===== src/rtl/sgpb_pkg.sv =====
// Shared types, constants and helpers for the scroll glide pool brake.
// Used by every module of the block; depends on nothing.
package sgpb_pkg;

  localparam int MAX_WINDOWS = 16;
  localparam int IDX_W = $clog2(MAX_WINDOWS);
  localparam int CNT_W = IDX_W + 1;

  localparam int DIV_NUM_W = 60;
  localparam int DIV_DEN_W = 36;
  localparam int DIV_CNT_W = 6;

  // Rounded-up 2^57 / 1000; exact for a division by 1000 of any 48-bit value.
  localparam logic [47:0] RECIP_1000 = 48'h83126E978D50;

  localparam logic [1:0] REG_WINDOW_US = 2'd0;
  localparam logic [1:0] REG_POOL_MODE = 2'd1;

  localparam logic FUNC_FEED = 1'b0;
  localparam logic FUNC_TICK = 1'b1;

  localparam logic [19:0] WINDOW_US_RESET = 20'd100000;

  typedef struct packed {
    logic               func;
    logic signed [31:0] amount;
    logic signed [31:0] eat_rate;
    logic [23:0]        spit_gain;
    logic [15:0]        tick_us;
    logic signed [31:0] pool_rate;
  } in_item_t;

  typedef struct packed {
    logic signed [31:0] out_amount;
    logic [4:0]         windows_left;
  } out_item_t;

  typedef struct packed {
    logic     valid;
    in_item_t item;
  } q_head_t;

  typedef struct packed {
    logic                 start;
    logic [DIV_NUM_W-1:0] num;
    logic [DIV_DEN_W-1:0] den;
    logic [DIV_CNT_W-1:0] nbits;
  } div_req_t;

  typedef struct packed {
    logic                 busy;
    logic                 done;
    logic [DIV_NUM_W-1:0] q;
  } div_rsp_t;

  typedef enum logic [4:0] {
    ST_IDLE,
    ST_FEED_MUL,
    ST_FEED_WR,
    ST_SUM,
    ST_E_MUL,
    ST_E_GO,
    ST_E_WAIT,
    ST_S_GO,
    ST_S_WAIT,
    ST_RD,
    ST_SCALE,
    ST_OWN_GO,
    ST_OWN_WAIT,
    ST_PAY,
    ST_PAY_GO,
    ST_PAY_WAIT,
    ST_WR,
    ST_DONE
  } state_t;

  function automatic logic [31:0] mag32(input logic signed [31:0] v);
    mag32 = v[31] ? 32'(-v) : 32'(v);
  endfunction

endpackage


===== src/rtl/sgpb_div.sv =====
// Shared restoring divider, one quotient bit per cycle, unsigned.
// The numerator arrives left aligned; depends on sgpb_pkg.
module sgpb_div (
  input  logic               clk,
  input  logic               rst,
  input  sgpb_pkg::div_req_t req,
  output sgpb_pkg::div_rsp_t rsp
);
  import sgpb_pkg::*;

  logic [DIV_NUM_W-1:0] qr;
  logic [DIV_DEN_W:0]   rem;
  logic [DIV_CNT_W-1:0] cnt;
  logic                 run;
  logic                 done;
  logic [DIV_DEN_W:0]   rem_sh;
  logic [DIV_DEN_W-1:0] den;
  logic [DIV_DEN_W+1:0] diff_r;

  assign rem_sh = {rem[DIV_DEN_W-1:0], qr[DIV_NUM_W-1]};
  assign diff_r = {1'b0, rem_sh} - {2'b00, den};
  assign rsp.busy = run;
  assign rsp.done = done;
  assign rsp.q = qr;

  always_ff @(posedge clk) begin
    if (req.start) begin
      qr <= req.num;
      rem <= '0;
      den <= req.den;
    end else if (run) begin
      if (!diff_r[DIV_DEN_W+1]) begin
        rem <= diff_r[DIV_DEN_W:0];
        qr <= {qr[DIV_NUM_W-2:0], 1'b1};
      end else begin
        rem <= rem_sh;
        qr <= {qr[DIV_NUM_W-2:0], 1'b0};
      end
    end
  end

  always_ff @(posedge clk) begin
    if (rst) begin
      run <= 1'b0;
      cnt <= '0;
      done <= 1'b0;
    end else begin
      done <= 1'b0;
      if (req.start) begin
        run <= 1'b1;
        cnt <= req.nbits;
      end else if (run) begin
        cnt <= cnt - 1'b1;
        if (cnt == DIV_CNT_W'(1)) begin
          run <= 1'b0;
          done <= 1'b1;
        end
      end
    end
  end

endmodule


===== config.mk =====
export PLATFORM = sky130hd
export DESIGN_NAME = sgpb_div
export DESIGN_NICKNAME = d
export VERILOG_FILES = /design/src/rtl/sgpb_pkg.sv /design/src/rtl/sgpb_div.sv
export SDC_FILE = /design/constraint.sdc
export NUM_CORES = 1
export LEC_CHECK = 0
export ABC_AREA = 1
export ABC_CLOCK_PERIOD_IN_PS = 4100
export BUFFER_PORTS_ARGS = -buffer_cell sky130_fd_sc_hd__clkbuf_2
export CAP_MARGIN = 20
export CELL_PAD_IN_SITES_DETAIL_PLACEMENT = 1
export CELL_PAD_IN_SITES_GLOBAL_PLACEMENT = 2
export CORE_UTILIZATION = 32
export CTS_BUF_LIST = sky130_fd_sc_hd__clkbuf_2 sky130_fd_sc_hd__clkbuf_4 sky130_fd_sc_hd__clkbuf_8
export DETAILED_ROUTE_END_ITERATION = 12
export PLACE_DENSITY_LB_ADDON = 0.15
export RECOVER_POWER = 100
export SLEW_MARGIN = 20
export SYNTH_ARGS = -nofsm -noshare
export SYNTH_HDL_FRONTEND = slang
export SYNTH_SLANG_ARGS = --single-unit

===== constraint.sdc =====
create_clock -name clk -period 4.1 [get_ports clk]
set_clock_uncertainty 0.2 [all_clocks]
set_input_delay 0.615 -clock clk [delete_from_list [all_inputs] [get_ports clk]]
set_output_delay 0.615 -clock clk [all_outputs]
set_load 0.02 [all_outputs]

Yosys cells after proc, flatten, opt, wreduce, memory -nomap -nowiden
Index checks and enable logic that the tools add are counted.
- logic and storage cells: 22
- bits of input ports: 105
- output and inout port bits: 62
- bits in registers: 140
- $add $sub $neg: 2
- bitwise operators: 1
- reductions and logical operators: 2
- equal/unequal tests: 1
- muxes and demuxes: 10
- operators by type and width (cell ; count):
    $mux W60 ; 2
    $sub A37 B36 Y38 ; 1
    $mux W36 ; 1
    $mux W6 ; 2
    $eq A6 B1 Y1 const B ; 1
    $sub A6 B1 Y6 const B ; 1
    $mux W1 ; 5
    $reduce_or A3 Y1 ; 1
    $reduce_bool A2 Y1 ; 1
    $not A1 Y1 ; 1

Longest topological paths before layout
- word-level depth: 4
- gate-level depth with buffers: 18
- mapped depth without buffers: 16

Worst setup path before layout
OpenSTA, ideal clock, no wires.
- path kind: input-to-reg
- start: input port req[102] (netlist name)
- end: register qr[0] (enable)
- path slack: 0.770 ns
- stages: 3
- library setup time: 0.447 ns
- data arrival time: 2.683 ns
- path through: nor2_1 -> inv_1 -> clkbuf_1
- word-level cells in the longest chain between the ends: 1
- RTL lines (element ; line ; text):
    start, declared ; sgpb_div.sv:6 ; input sgpb_pkg::div_req_t req,
    $reduce_bool A2 Y1 (no line) ; - ;
    end signal, assigned ; sgpb_div.sv:28 ; qr <= req.num;
    end signal, assigned ; sgpb_div.sv:34 ; qr <= {qr[DIV_NUM_W-2:0], 1'b1};
    end signal, assigned ; sgpb_div.sv:37 ; qr <= {qr[DIV_NUM_W-2:0], 1'b0};
    end, declared ; sgpb_div.sv:11 ; logic [DIV_NUM_W-1:0] qr;
No other way between the ends.
A chain may end at the register's enable or synchronous reset.

Worst setup path in the final report
- start: register den[11]
- end: register rem[22]
- word-level cells in the longest chain between the ends: 2
- RTL lines (element ; line ; text):
    start, declared ; sgpb_div.sv:17 ; logic [DIV_DEN_W-1:0] den;
    start signal, assigned ; sgpb_div.sv:30 ; den <= req.den;
    $sub A37 B36 Y38 ; sgpb_div.sv:21 ; assign diff_r = {1'b0, rem_sh} - {2'b00, den};
    $mux W36 ; sgpb_div.sv:32 ; if (!diff_r[DIV_DEN_W+1]) begin
    end signal, assigned ; sgpb_div.sv:33 ; rem <= diff_r[DIV_DEN_W:0];
    end signal, assigned ; sgpb_div.sv:36 ; rem <= rem_sh;
    end, declared ; sgpb_div.sv:12 ; logic [DIV_DEN_W:0] rem;
No other way between the ends.

==> flow_summary.ini <==
[run_status]
outcome = finished clean

[setup_path]
path_class = flip-flop to flip-flop
cp.arrival_ns = 3.58
r2r-end = rem[22]
timing.critical_path.to = rem[22]
crit_path_start_kind = flip-flop
r2r_setup_slack_ns = 0.73
crit_required_ns = 4.30
end_kind = flip-flop
reg2regPathDepth = 13
timing.rr.start = den[11]
path_max_fanout = 38
critPathLaunch = den[11]

[global_route]
grt_pass1_vias = 8429
grt-ovfl-total = 0
grtUsageTotal_pct = 20.3
grt_antenna_before_repair = 2
grt_max_degree = 64
grt_pass1_wl_um = 44300

[sta]
timing_hold_violations_final = 0
final.period_utilization_pct = 82.3
finalSetupTns_ns = 0
max_freq_ghz = 0.296
whs_ns = 0.113
layout_min_cycle_time_ns = 3.37
slew_headroom_pct = 1.97
slew_violations = 0
setup_slack_ns = 0.726
rsz0062_at_grt = no
worst_pin_slew_ns = 1.47
finalSetupViolations = 0

[placement]
dpl-instance-area_um2 = 9860
pre_cts_ws_ns = 0.999
gp_congestion = 0.839
portBuffers = 166
hpwlAfterDp_um = 20200

[clocking]
cts_resized = 0
cts.path.max_buffers = 2
cts_tree = done
cts_max_level = 4
numCtsBuffers = 17
cts_root_buf = clkbuf_8
cts.clk_slew.worst_paths_ns = 0.10
cts_hold_buf = 0
clock_latency_ns = 0.48
cts_sinks = 140
postCtsSetupRepairBufs = 0

[die]
die_y_um = 167
die_area_um2 = 27900
coreArea_um2 = 26900
die_x_um = 167
pin_count = 167
rows = 60
start_util_pct = 32.5

[logic_synthesis]
synth-edff-count = 96
synth_ff_type = edfxtp_1
synth_area_um2 = 8730
synth_nets = 1357
yosysUniqueCellTypes = 36
synthArstFlopShare_pct = 0
synth_cells = 1213
ys_ff_latch = 140
syn_avg_cell_area_um2 = 7.20
ys_seq_area_share_pct = 43.1
yosysWarnings = 0

[power]
p_leak_nw = 5.31
cellPowerDensity_nw_per_um2 = 339
ir_worst_vdd_v = 0.000210

[flow_run]
cap_violations = 0

[cells_and_area]
layout_common_cells = nand2_1 (488), inv_1 (197), clkbuf_2 (105), nand3_1 (97), edfxtp_1 (96)
areaGrowthSynthToFinish_pct = 16.5
design_area_um2 = 10200
nets = 1515
drive_gt1_share_pct = 11.7
n_antenna_cell = 0
layout_commonest_cell = nand2_1
final_util_pct = 37.8

[routing]
ant_nets = 0
dr.pass1.iters = 4
post_drt_wl_per_cell_um = 15.7
vias = 8075
viasPerCell = 4.68
wl_um = 27200
drcViolationCount = 0
drt_iter0_markers = 381

[hold_path]
hold_path.class = input pin to flip-flop
## worst max-delay path, stage by stage, from the launching register on
cell and delay [ns]:
edfxtp_1 0.38, inv_1 0.08, ha_1 0.28, nand2_1 0.19
inv_1 0.06, a21oi_1 0.23, nand2_1 0.10, nand2_1 0.10
nand3_2 0.12, nand2_4 0.45, nand2_2 0.65, nand3_1 0.30
nand3_1 0.10, nand2_1 0.08
## registers in the layout, indices dropped and copies added (netlist names)
| name | cells |
|---|---|
| den | 36 |
| qr | 60 |
| rem | 36 |
| cnt | 6 |
| done | 1 |
| run | 1 |
## cell usage after synthesis (13+ instances only)
library cell | number | area (µm²)
ha_1 | 38 | 475
edfxtp_1 | 96 | 2880
xnor2_1 | 13 | 114
nand2_1 | 488 | 1830
inv_1 | 196 | 736
nor2_1 | 65 | 244
nand3b_1 | 18 | 135
clkbuf_1 | 15 | 56.3
nand3_1 | 97 | 485
a21oi_1 | 32 | 160
dfxtp_1 | 44 | 881
o21ai_0 | 28 | 140
## cell type report
cell class              count  area [µm²]
clock inverters            15         189
clock buffers              17         234
fillers                  3494       16700
flip-flops and latches    140        3760
multi-input cells         840        4020
repair buffers            172         788
well taps                 341         427
inverters                 200         751
## worst min-delay path by stage
stage,start,to,slack [ns],cells after the start
2_1_floorplan,rem[35],rem[35],0.24,2
3_3_place_gp,rem[30],rem[30],0.26,2
3_5_place_dp,rem[35],rem[35],0.26,2
4_1_cts,req[22],den[16],0.07,1
5_1_grt,req[37],den[31],0.08,1
6_report,req[27],den[21],0.11,1
## cells by family (layout without fill, tap and decap cells)
kind of cell | after synthesis | in the layout | synth area share [%]
AND/OR/NAND/NOR | 707 | 707 | 34.0
AO/OA/AOI/OAI | 78 | 78 | 4.76
buffers and inverters | 233 | 404 | 10.9
adder cells (fa/ha/maj) | 39 | 39 | 5.68
flip-flops | 140 | 140 | 43.1
XOR/XNOR | 16 | 16 | 1.61
## report_power, final
part,switching [mW],internal (mW),total (mW)
registers,0.0479,1.63,1.68
logic,0.348,0.156,0.504
clock network,0.744,0.527,1.27
total,1.14,2.31,3.45
## metal layers
| layer | share of wire [%] | vias up | track usage, % |
|---|---|---|---|
| li1 | - | 4110 | - |
| met1 | 47 | 3779 | 26.4 |
| met4 | 0.88 | 4 | 4.23 |
| met5 | 0.088 | - | 0 |
| met3 | 6.3 | 21 | 5.96 |
| met2 | 46 | 161 | 33.3 |
## metrics by stage
stage	power, mW	cells
2_1_floorplan	2.03	1213
3_3_place_gp	2.23	1693
3_5_place_dp	2.24	1693
4_1_cts	3.53	1725
5_1_grt	3.62	1725
6_report	3.45	1725
Note: power is estimated with default switching activity, not from simulation.
