### config.mk
export PLATFORM = sky130hd
export DESIGN_NAME = sgpb_front
export DESIGN_NICKNAME = d
export VERILOG_FILES = /design/src/rtl/sgpb_pkg.sv /design/src/rtl/sgpb_front.sv
export SDC_FILE = /design/constraint.sdc
export NUM_CORES = 1
export LEC_CHECK = 0
export BUFFER_PORTS_ARGS = -buffer_cell sky130_fd_sc_hd__buf_2
export CAP_MARGIN = 20
export CORE_ASPECT_RATIO = 0.7
export CORE_MARGIN = 2
export CORE_UTILIZATION = 56
export DETAILED_ROUTE_END_ITERATION = 12
export PLACE_DENSITY_LB_ADDON = 0.08
export SYNTH_ARGS = -nofsm -noshare
export SYNTH_HDL_FRONTEND = slang
export SYNTH_SLANG_ARGS = --single-unit
export TNS_END_PERCENT = 1
### constraint.sdc
create_clock -name clk -period 8.67 [get_ports clk]
set_input_delay 1.734 -clock clk [delete_from_list [all_inputs] [get_ports clk]]
set_output_delay 1.734 -clock clk [all_outputs]
set_load 0.05 [all_outputs]
### src/rtl/sgpb_pkg.sv
// Shared types, constants and helpers for the scroll glide pool brake.
// Used by every module of the block; depends on nothing.
package sgpb_pkg;

  localparam int MAX_WINDOWS = 16;
  localparam int IDX_W = $clog2(MAX_WINDOWS);
  localparam int CNT_W = IDX_W + 1;

  localparam int DIV_NUM_W = 60;
  localparam int DIV_DEN_W = 36;
  localparam int DIV_CNT_W = 6;

  // Rounded-up 2^57 / 1000; exact for a division by 1000 of any 48-bit value.
  localparam logic [47:0] RECIP_1000 = 48'h83126E978D50;

  localparam logic [1:0] REG_WINDOW_US = 2'd0;
  localparam logic [1:0] REG_POOL_MODE = 2'd1;

  localparam logic FUNC_FEED = 1'b0;
  localparam logic FUNC_TICK = 1'b1;

  localparam logic [19:0] WINDOW_US_RESET = 20'd100000;

  typedef struct packed {
    logic               func;
    logic signed [31:0] amount;
    logic signed [31:0] eat_rate;
    logic [23:0]        spit_gain;
    logic [15:0]        tick_us;
    logic signed [31:0] pool_rate;
  } in_item_t;

  typedef struct packed {
    logic signed [31:0] out_amount;
    logic [4:0]         windows_left;
  } out_item_t;

  typedef struct packed {
    logic     valid;
    in_item_t item;
  } q_head_t;

  typedef struct packed {
    logic                 start;
    logic [DIV_NUM_W-1:0] num;
    logic [DIV_DEN_W-1:0] den;
    logic [DIV_CNT_W-1:0] nbits;
  } div_req_t;

  typedef struct packed {
    logic                 busy;
    logic                 done;
    logic [DIV_NUM_W-1:0] q;
  } div_rsp_t;

  typedef enum logic [4:0] {
    ST_IDLE,
    ST_FEED_MUL,
    ST_FEED_WR,
    ST_SUM,
    ST_E_MUL,
    ST_E_GO,
    ST_E_WAIT,
    ST_S_GO,
    ST_S_WAIT,
    ST_RD,
    ST_SCALE,
    ST_OWN_GO,
    ST_OWN_WAIT,
    ST_PAY,
    ST_PAY_GO,
    ST_PAY_WAIT,
    ST_WR,
    ST_DONE
  } state_t;

  function automatic logic [31:0] mag32(input logic signed [31:0] v);
    mag32 = v[31] ? 32'(-v) : 32'(v);
  endfunction

endpackage

### src/rtl/sgpb_front.sv
// Input side of the scroll glide pool brake: a two-entry queue of accepted items.
// Depends on sgpb_pkg.
module sgpb_front (
  input  logic              clk,
  input  logic              rst,
  input  logic              start,
  input  sgpb_pkg::in_item_t in_item,
  input  logic              pop,
  output logic              busy,
  output sgpb_pkg::q_head_t head
);
  import sgpb_pkg::*;

  in_item_t   ent [2];
  logic       rd_ptr;
  logic       wr_ptr;
  logic [1:0] cnt;
  logic       push;

  assign busy = (cnt == 2'd2);
  assign push = start & ~busy;
  assign head.valid = (cnt != 2'd0);
  assign head.item = ent[rd_ptr];

  always_ff @(posedge clk) begin
    if (push) begin
      ent[wr_ptr] <= in_item;
    end
  end

  always_ff @(posedge clk) begin
    if (rst) begin
      rd_ptr <= 1'b0;
      wr_ptr <= 1'b0;
      cnt <= 2'd0;
    end else begin
      if (push) begin
        wr_ptr <= ~wr_ptr;
      end
      if (pop) begin
        rd_ptr <= ~rd_ptr;
      end
      cnt <= cnt + {1'b0, push} - {1'b0, pop};
    end
  end

endmodule

### After elaboration in Yosys (flattened, before gate mapping)

Memories as Yosys holds them, arrays and structs flattened. A register that Yosys moved wholly into a read port is not among the register bits.
Cells that the tools add are included.

| storage, ports and cells | value |
|---|---|
| memories kept | 1 |
| RAM bits | 274 |
| output and inout port bits | 139 |
| bits in registers | 4 |

| operators by class | value |
|---|---|
| $add $sub $neg | 2 |
| muxes and demuxes | 4 |
| reductions and logical operators | 1 |
| equal/unequal tests | 1 |
| bitwise logic cells | 4 |

Memories:

| memory | words | bits a word | read ports | clocked after memory_dff | wr ports | RTL line | RTL |
|---|---|---|---|---|---|---|---|
| ent | 2 | 137 | 1 | 1 | 1 | sgpb_front.sv:14 | `in_item_t ent [2];` |

Operator list:

| operator | number |
|---|---|
| 1-bit 2-to-1 mux | 4 |
| 1-bit NOT | 3 |
| 2-bit by 1-bit adder with 2-bit output | 1 |
| 2-bit == test, second input constant | 1 |
| 2-bit nonzero test | 1 |
| 2-bit by 1-bit subtractor with 2-bit output | 1 |
| 1-bit bitwise AND | 1 |

### Longest topological paths before layout

Gate-level depths: netlist of run 1.

| depth | value |
|---|---|
| depth after elaboration | 5 |
| gate-level depth with buffers | 8 |
| mapped depth without buffers | 8 |

### Least setup slack after synthesis of run 1

No wires, ideal clock.

| timing path | value |
|---|---|
| kind | in2reg |
| start point | input port start |
| end point | memory ent[1][0] (netlist name), enable pin |
| stages on the path | 1 |
| data arrival time | 4.933 ns |
| path buffers | 0 |
| setup time | 0.513 ns |
| slack | 3.223 ns |
| path through | and3_1 |

| on the way | value |
|---|---|
| longest elaborated chain between the ends | 3 |

RTL lines:

| what | RTL line | RTL |
|---|---|---|
| start: declaration | sgpb_front.sv:6 | `input logic start,` |
| 1-bit bitwise AND | sgpb_front.sv:21 | `assign push = start & ~busy;` |
| 1-bit 2-to-1 mux | sgpb_front.sv:26 | `if (push) begin` |
| 1-bit 2-to-1 mux (implied by the code) | sgpb_front.sv:27 | `ent[wr_ptr] <= in_item;` |
| end: declaration | sgpb_front.sv:14 |  |

No other way between the ends.

==> results of run 1 <==
[per-stage QoR]
| stage | area (um2) | utilization, % | worst slack [ns] |
|---|---|---|---|
| floorplan | 10200 | - | 3.22 |
| global placement | 11700 | 65.5 | 4.42 |
| detailed placement | 11700 | 65.5 | 4.40 |
| CTS | 12600 | 70.3 | 3.83 |
| global route | 12600 | 70.5 | 3.70 |
| finish | 12600 | 70.5 | 3.90 |
[synthesized netlist by cell type (all sizes together)]
master | instances | share of area (%)
buf | 5 | 0.55
nor2b | 1 | 0.061
a21oi | 1 | 0.049
nand2 | 1 | 0.037
clkbuf | 10 | 1.4
xor2 | 1 | 0.086
ha | 2 | 0.25
and3 | 1 | 0.061
nand2b | 1 | 0.086
inv | 4 | 0.15
edfxtp | 274 | 81
or3 | 1 | 0.061
o21ai | 1 | 0.049
or2 | 1 | 0.061
xnor2 | 2 | 0.17
mux2 | 137 | 15
nor2 | 3 | 0.11
dfxtp | 5 | 0.98
[state kept, by name, indices dropped and copies added (netlist names), named ones only]
register,count
wr_ptr,1
cnt,2
ent,274
rd_ptr,1
[cell families after synthesis]
family          synth area share (%)
flops                           81.7
mux                             15.1
buf+inv                         2.05
simple gates                   0.479
xor+xnor                       0.258
compound gates                0.0981
fa+ha+maj                      0.246
[worst max-delay path: stages (launching register included)]
cell     delay, ns
dfxtp_4       0.89
buf_4         0.87
mux2_2        0.45
buf_2         0.22
[cell type report]
type | instances | area, um2
Tap cell | 236 | 295
Fill cell | 1191 | 5280
Clock buffer | 30 | 687
Inverter | 4 | 20.0
Timing Repair Buffer | 283 | 1450
Sequential cell | 279 | 8330
Multi-Input combinational cell | 153 | 1660
Clock inverter | 18 | 183
Antenna cell | 3 | 7.51
[layer usage]
layer | vias up | GRT usage (%) | part of all wire, % | wire length (um)
met5 | - | 0 | 0.14 | 27
met1 | 2548 | 25.0 | 41 | 7920
li1 | 2392 | - | - | -
met4 | 4 | 4.93 | 1.6 | 302
met3 | 30 | 6.59 | 9.4 | 1820
met2 | 192 | 31.1 | 48 | 9230
[cell usage in the layout, fill, tap and decap left out, types with 2 or more instances in the layout]
| cell type | Yosys | layout |
|---|---|---|
| nor2_1 | 3 | 3 |
| inv_1 | 3 | 2 |
| buf_2 | 0 | 279 |
| diode_2 | 0 | 3 |
| clkinv_2 | 0 | 5 |
| buf_4 | 0 | 3 |
| edfxtp_1 | 274 | 274 |
| ha_1 | 2 | 2 |
| clkbuf_1 | 0 | 3 |
| clkbuf_16 | 0 | 27 |
| mux2_2 | 137 | 137 |
| dfxtp_1 | 5 | 4 |
| xnor2_1 | 2 | 2 |
| clkinv_1 | 0 | 8 |
| bufinv_16 | 0 | 4 |
[report_power, final]
group / switching, mW / internal [mW] / leakage (nW) / total (mW)
clock: 0.459 / 0.684 / 0.425 / 1.14
sequential: 0.0494 / 1.69 / 2.60 / 1.74
combinational: 0.651 / 0.221 / 1.71 / 0.871
[worst min path at each step]
stage,startpoint,endpoint,slack [ns]
floorplan,wr_ptr$_SDFFE_PP0P_,wr_ptr$_SDFFE_PP0P_,0.45
global placement,wr_ptr$_SDFFE_PP0P_,wr_ptr$_SDFFE_PP0P_,0.48
detailed placement,rd_ptr$_SDFFE_PP0P_,flip-flop,0.50
CTS,wr_ptr$_SDFFE_PP0P_,wr_ptr$_SDFFE_PP0P_,0.52
global route,wr_ptr$_SDFFE_PP0P_,wr_ptr$_SDFFE_PP0P_,0.57
finish,wr_ptr$_SDFFE_PP0P_,wr_ptr$_SDFFE_PP0P_,0.51
==> impl_metrics.toml, run 1 <==
[timing]
worst_pin_slew_ns = 0.996
report.final.setup_viol = 0
fin_hold_ws_ns = 0.513
drv_slew = 0
final.setup.tns_ns = 0
fin_skew_ns = 0.00980
fmax_ghz = 0.210
fin_crit_sh_pct = 55.0
period_minus_slack_ns = 4.77
relSlewSlack_pct = 33.6
rsz0062_at_grt = "false"
hold_violations = 0

[yosys]
synth_cell_types = 19
yosysWarnings = 0
synth_fp_nets = 594
ys_seq_elements = 279
synthCells = 451
synthesis.area_um2 = 10200
ys_seq_area_share_pct = 81.7
syn_area_per_cell_um2 = 22.6

[critical_path]
r2r.worst_path.cells = 5
r2r-end = "ent[0][78]$_DFFE_PP_"
start_kind = "flip-flop"
arrival_ns = 3.04
cp_max_fo = 74
required_ns = 6.94
worstSetupEndpointType = "primary output"
rrSetupSlack_ns = 5.93
r2r-start = "cnt[0]$_SDFF_PP0_"
worstSetupEndpoint = "head[56]"
worstSetupPathType = "reg -> out"

[grt]
grt_max_degree = 84
antenna_found_initial = 4
overflow = 0
grt_pass1_wl_um = 27900
grt_use_total_pct = 19.1
grt_pass1_vias = 5222

[cells_and_area]
area_delta_synth_final_pct = 23.9
layout.nets = 890
drive_gt1_share_pct = 60.4
final_cells = 1006

[placed_design]
portBuffers = 279
place.gp.congestion = 0.760
post-place-cells = 954
hpwl_um = 12400

[routing]
antenna_left = 0
drt_iter0_markers = 471
wl_per_cell_um = 19.2
via_count = 5166
wl_um = 19300
first_pass_iters = 4
vias_per_cell = 5.14
drc_errors = 0

[clocking]
post_cts_buffers = 0
cts.sinks = 279
htreeDepth = 1
cts_root_buf = "clkbuf_16"
cts_buffer_depth = 3
numCtsBuffers = 26
clkLatencyLatePin_ns = 0.51
post_cts_resized = 0
cts_hold_buffers = 0
cts_tree = "built"
clk_pin_slew_worst_paths_ns = 0.06

[floorplan]
core-area_um2 = 17900
die_y_um = 117
die_area_um2 = 19300
boundaryPins = 280
rows = 41
dieWidth_um = 165
start_util_pct = 56.9

[min_path]
worstHoldPathType = "reg -> reg"
min_path_cells = 2

[power_and_ir_drop]
powerDensity_nw_per_um2 = 297
p_total_mw = 3.76
vdd_drop_max_mv = 0.203
p_leak_nw = 4.74

[job]
cap_viol_max_count = 0

[run_status]
status = "completed"
No activity file was read; power rests on OpenSTA's default activity.
==> run 2, diff against run 1 <==
Settings changed: CORE_UTILIZATION 56 to 52.
Clock period 8.67 ns to 4.6 ns, I/O delays scaled along.
==> run 2 against run 1 <==
- worst hold slack improved by 0.0037 ns
- sequential power rose by 89%
- non-clock buffer count grew 1
- count of clock-buffer cells in the layout rose by 9
- critical path type unchanged
==> impl_metrics.toml, run 2 (synthesis results as in run 1) <==
[run_status]
status = "completed"

[routing]
vias_per_cell = 5.02
wl_um = 19400
first_pass_iters = 6
drt_iter0_markers = 362
wl_per_cell_um = 18.6
antenna_left = 0
drc_errors = 0
via_count = 5215

[clocking]
cts.sinks = 279
cts_hold_buffers = 0
htreeDepth = 1
post_cts_resized = 0
post_cts_buffers = 0
numCtsBuffers = 27
cts_tree = "built"
cts_root_buf = "clkbuf_16"
cts_buffer_depth = 3
clkLatencyLatePin_ns = 0.50
clk_pin_slew_worst_paths_ns = 0.06

[cells_and_area]
regMostFlops = "ent"
reg_top3 = "ent x274, cnt x2"
largest_reg_flops = 274
final_util_pct = 66.3
layout.nets = 892
area_delta_synth_final_pct = 24.1
layout_commonest_cell = "buf_2"
final_cell_area_um2 = 12600
drive_gt1_share_pct = 60.2
layout_common_cells = "279 x buf_2, 274 x edfxtp_1, 137 x mux2_2, 27 x clkbuf_16, 10 x clkbuf_1"

[power_and_ir_drop]
powerDensity_nw_per_um2 = 551
p_total_mw = 6.97
vdd_drop_max_mv = 0.364
p_leak_nw = 4.70

[critical_path]
arrival_ns = 2.41
worstSetupPathType = "reg -> out"
worstSetupEndpointType = "primary output"
r2r-start = "cnt[0]$_SDFF_PP0_"
start_kind = "flip-flop"
r2r.worst_path.cells = 5
r2r-end = "ent[0][99]$_DFFE_PP_"
cp_max_fo = 53
rrSetupSlack_ns = 2.29
required_ns = 3.68

[floorplan]
boundaryPins = 280
core-area_um2 = 19100
die_area_um2 = 20700
rows = 42
start_util_pct = 53.4
die_y_um = 121
dieWidth_um = 171

[timing]
fin_crit_sh_pct = 72.5
drv_slew = 0
period_minus_slack_ns = 3.33
hold_violations = 0
fin_skew_ns = 0.00612
report.final.setup_viol = 0
final.setup.tns_ns = 0
rsz0062_at_grt = "false"
fin_hold_ws_ns = 0.517
relSlewSlack_pct = 50.8
worst_pin_slew_ns = 0.739
fmax_ghz = 0.300

[min_path]
worstHoldPathType = "reg -> reg"
hold_end = "wr_ptr$_SDFFE_PP0P_"
min_path_cells = 2
worstHoldStart = "wr_ptr$_SDFFE_PP0P_"

[grt]
grt_pass1_wl_um = 28400
grt_pass1_vias = 5340
antenna_found_initial = 9
overflow = 0
grt_use_total_pct = 18.0
grt_max_degree = 76

[placed_design]
place_area_um2 = 11800
portBuffers = 279
place.gp.congestion = 0.822
hpwl_um = 12800

[job]
cap_viol_max_count = 0
-- run 2: worst max-delay path by stage --
stage	from	to	cells after the start
5_1_grt	flip-flop	head[106]	3
4_1_cts	flip-flop	head[111]	3
3_3_place_gp	start	ent[0][2]$_DFFE_PP_	5
3_5_place_dp	start	ent[0][130]$_DFFE_PP_	5
6_report	flip-flop	head[111]	3
2_1_floorplan	start	ent[0][0]$_DFFE_PP_	3
-- run 2: layout make-up --
cell class | count | area (um2)
clock buffers | 39 | 741
well taps | 264 | 330
fillers | 1371 | 6430
flip-flops and latches | 279 | 8330
multi-input cells | 153 | 1660
clock inverters | 9 | 76.3
inverters | 4 | 20.0
repair buffers | 284 | 1470
diodes | 7 | 17.5
-- run 2: routing by layer --
layer  share of wire, %  vias to the layer above  GRT usage (%)
met4                3.0                        2           6.09
met2                 46                      219           28.4
met3                8.7                       47           5.71
met1                 42                     2541           24.0
met5              0.062                        -              0
li1                   -                     2406              -
-- run 2: metrics by stage --
step | instances | worst slack, ns
after floorplan | 451 | 0.141
after global placement | 984 | 1.76
after detailed placement | 984 | 1.70
after CTS | 1032 | 1.19
after global routing | 1035 | 1.13
final | 1039 | 1.27
-- run 2: report_power, final --
group	internal [mW]	switching, mW
combinational	0.423	1.23
sequential	3.19	0.0918
clock	1.17	0.865
-- run 2: critical path, stage by stage (launching register included) --
cell	delay, ns
dfxtp_4	0.83
buf_4	0.46
mux2_2	0.39
buf_2	0.22
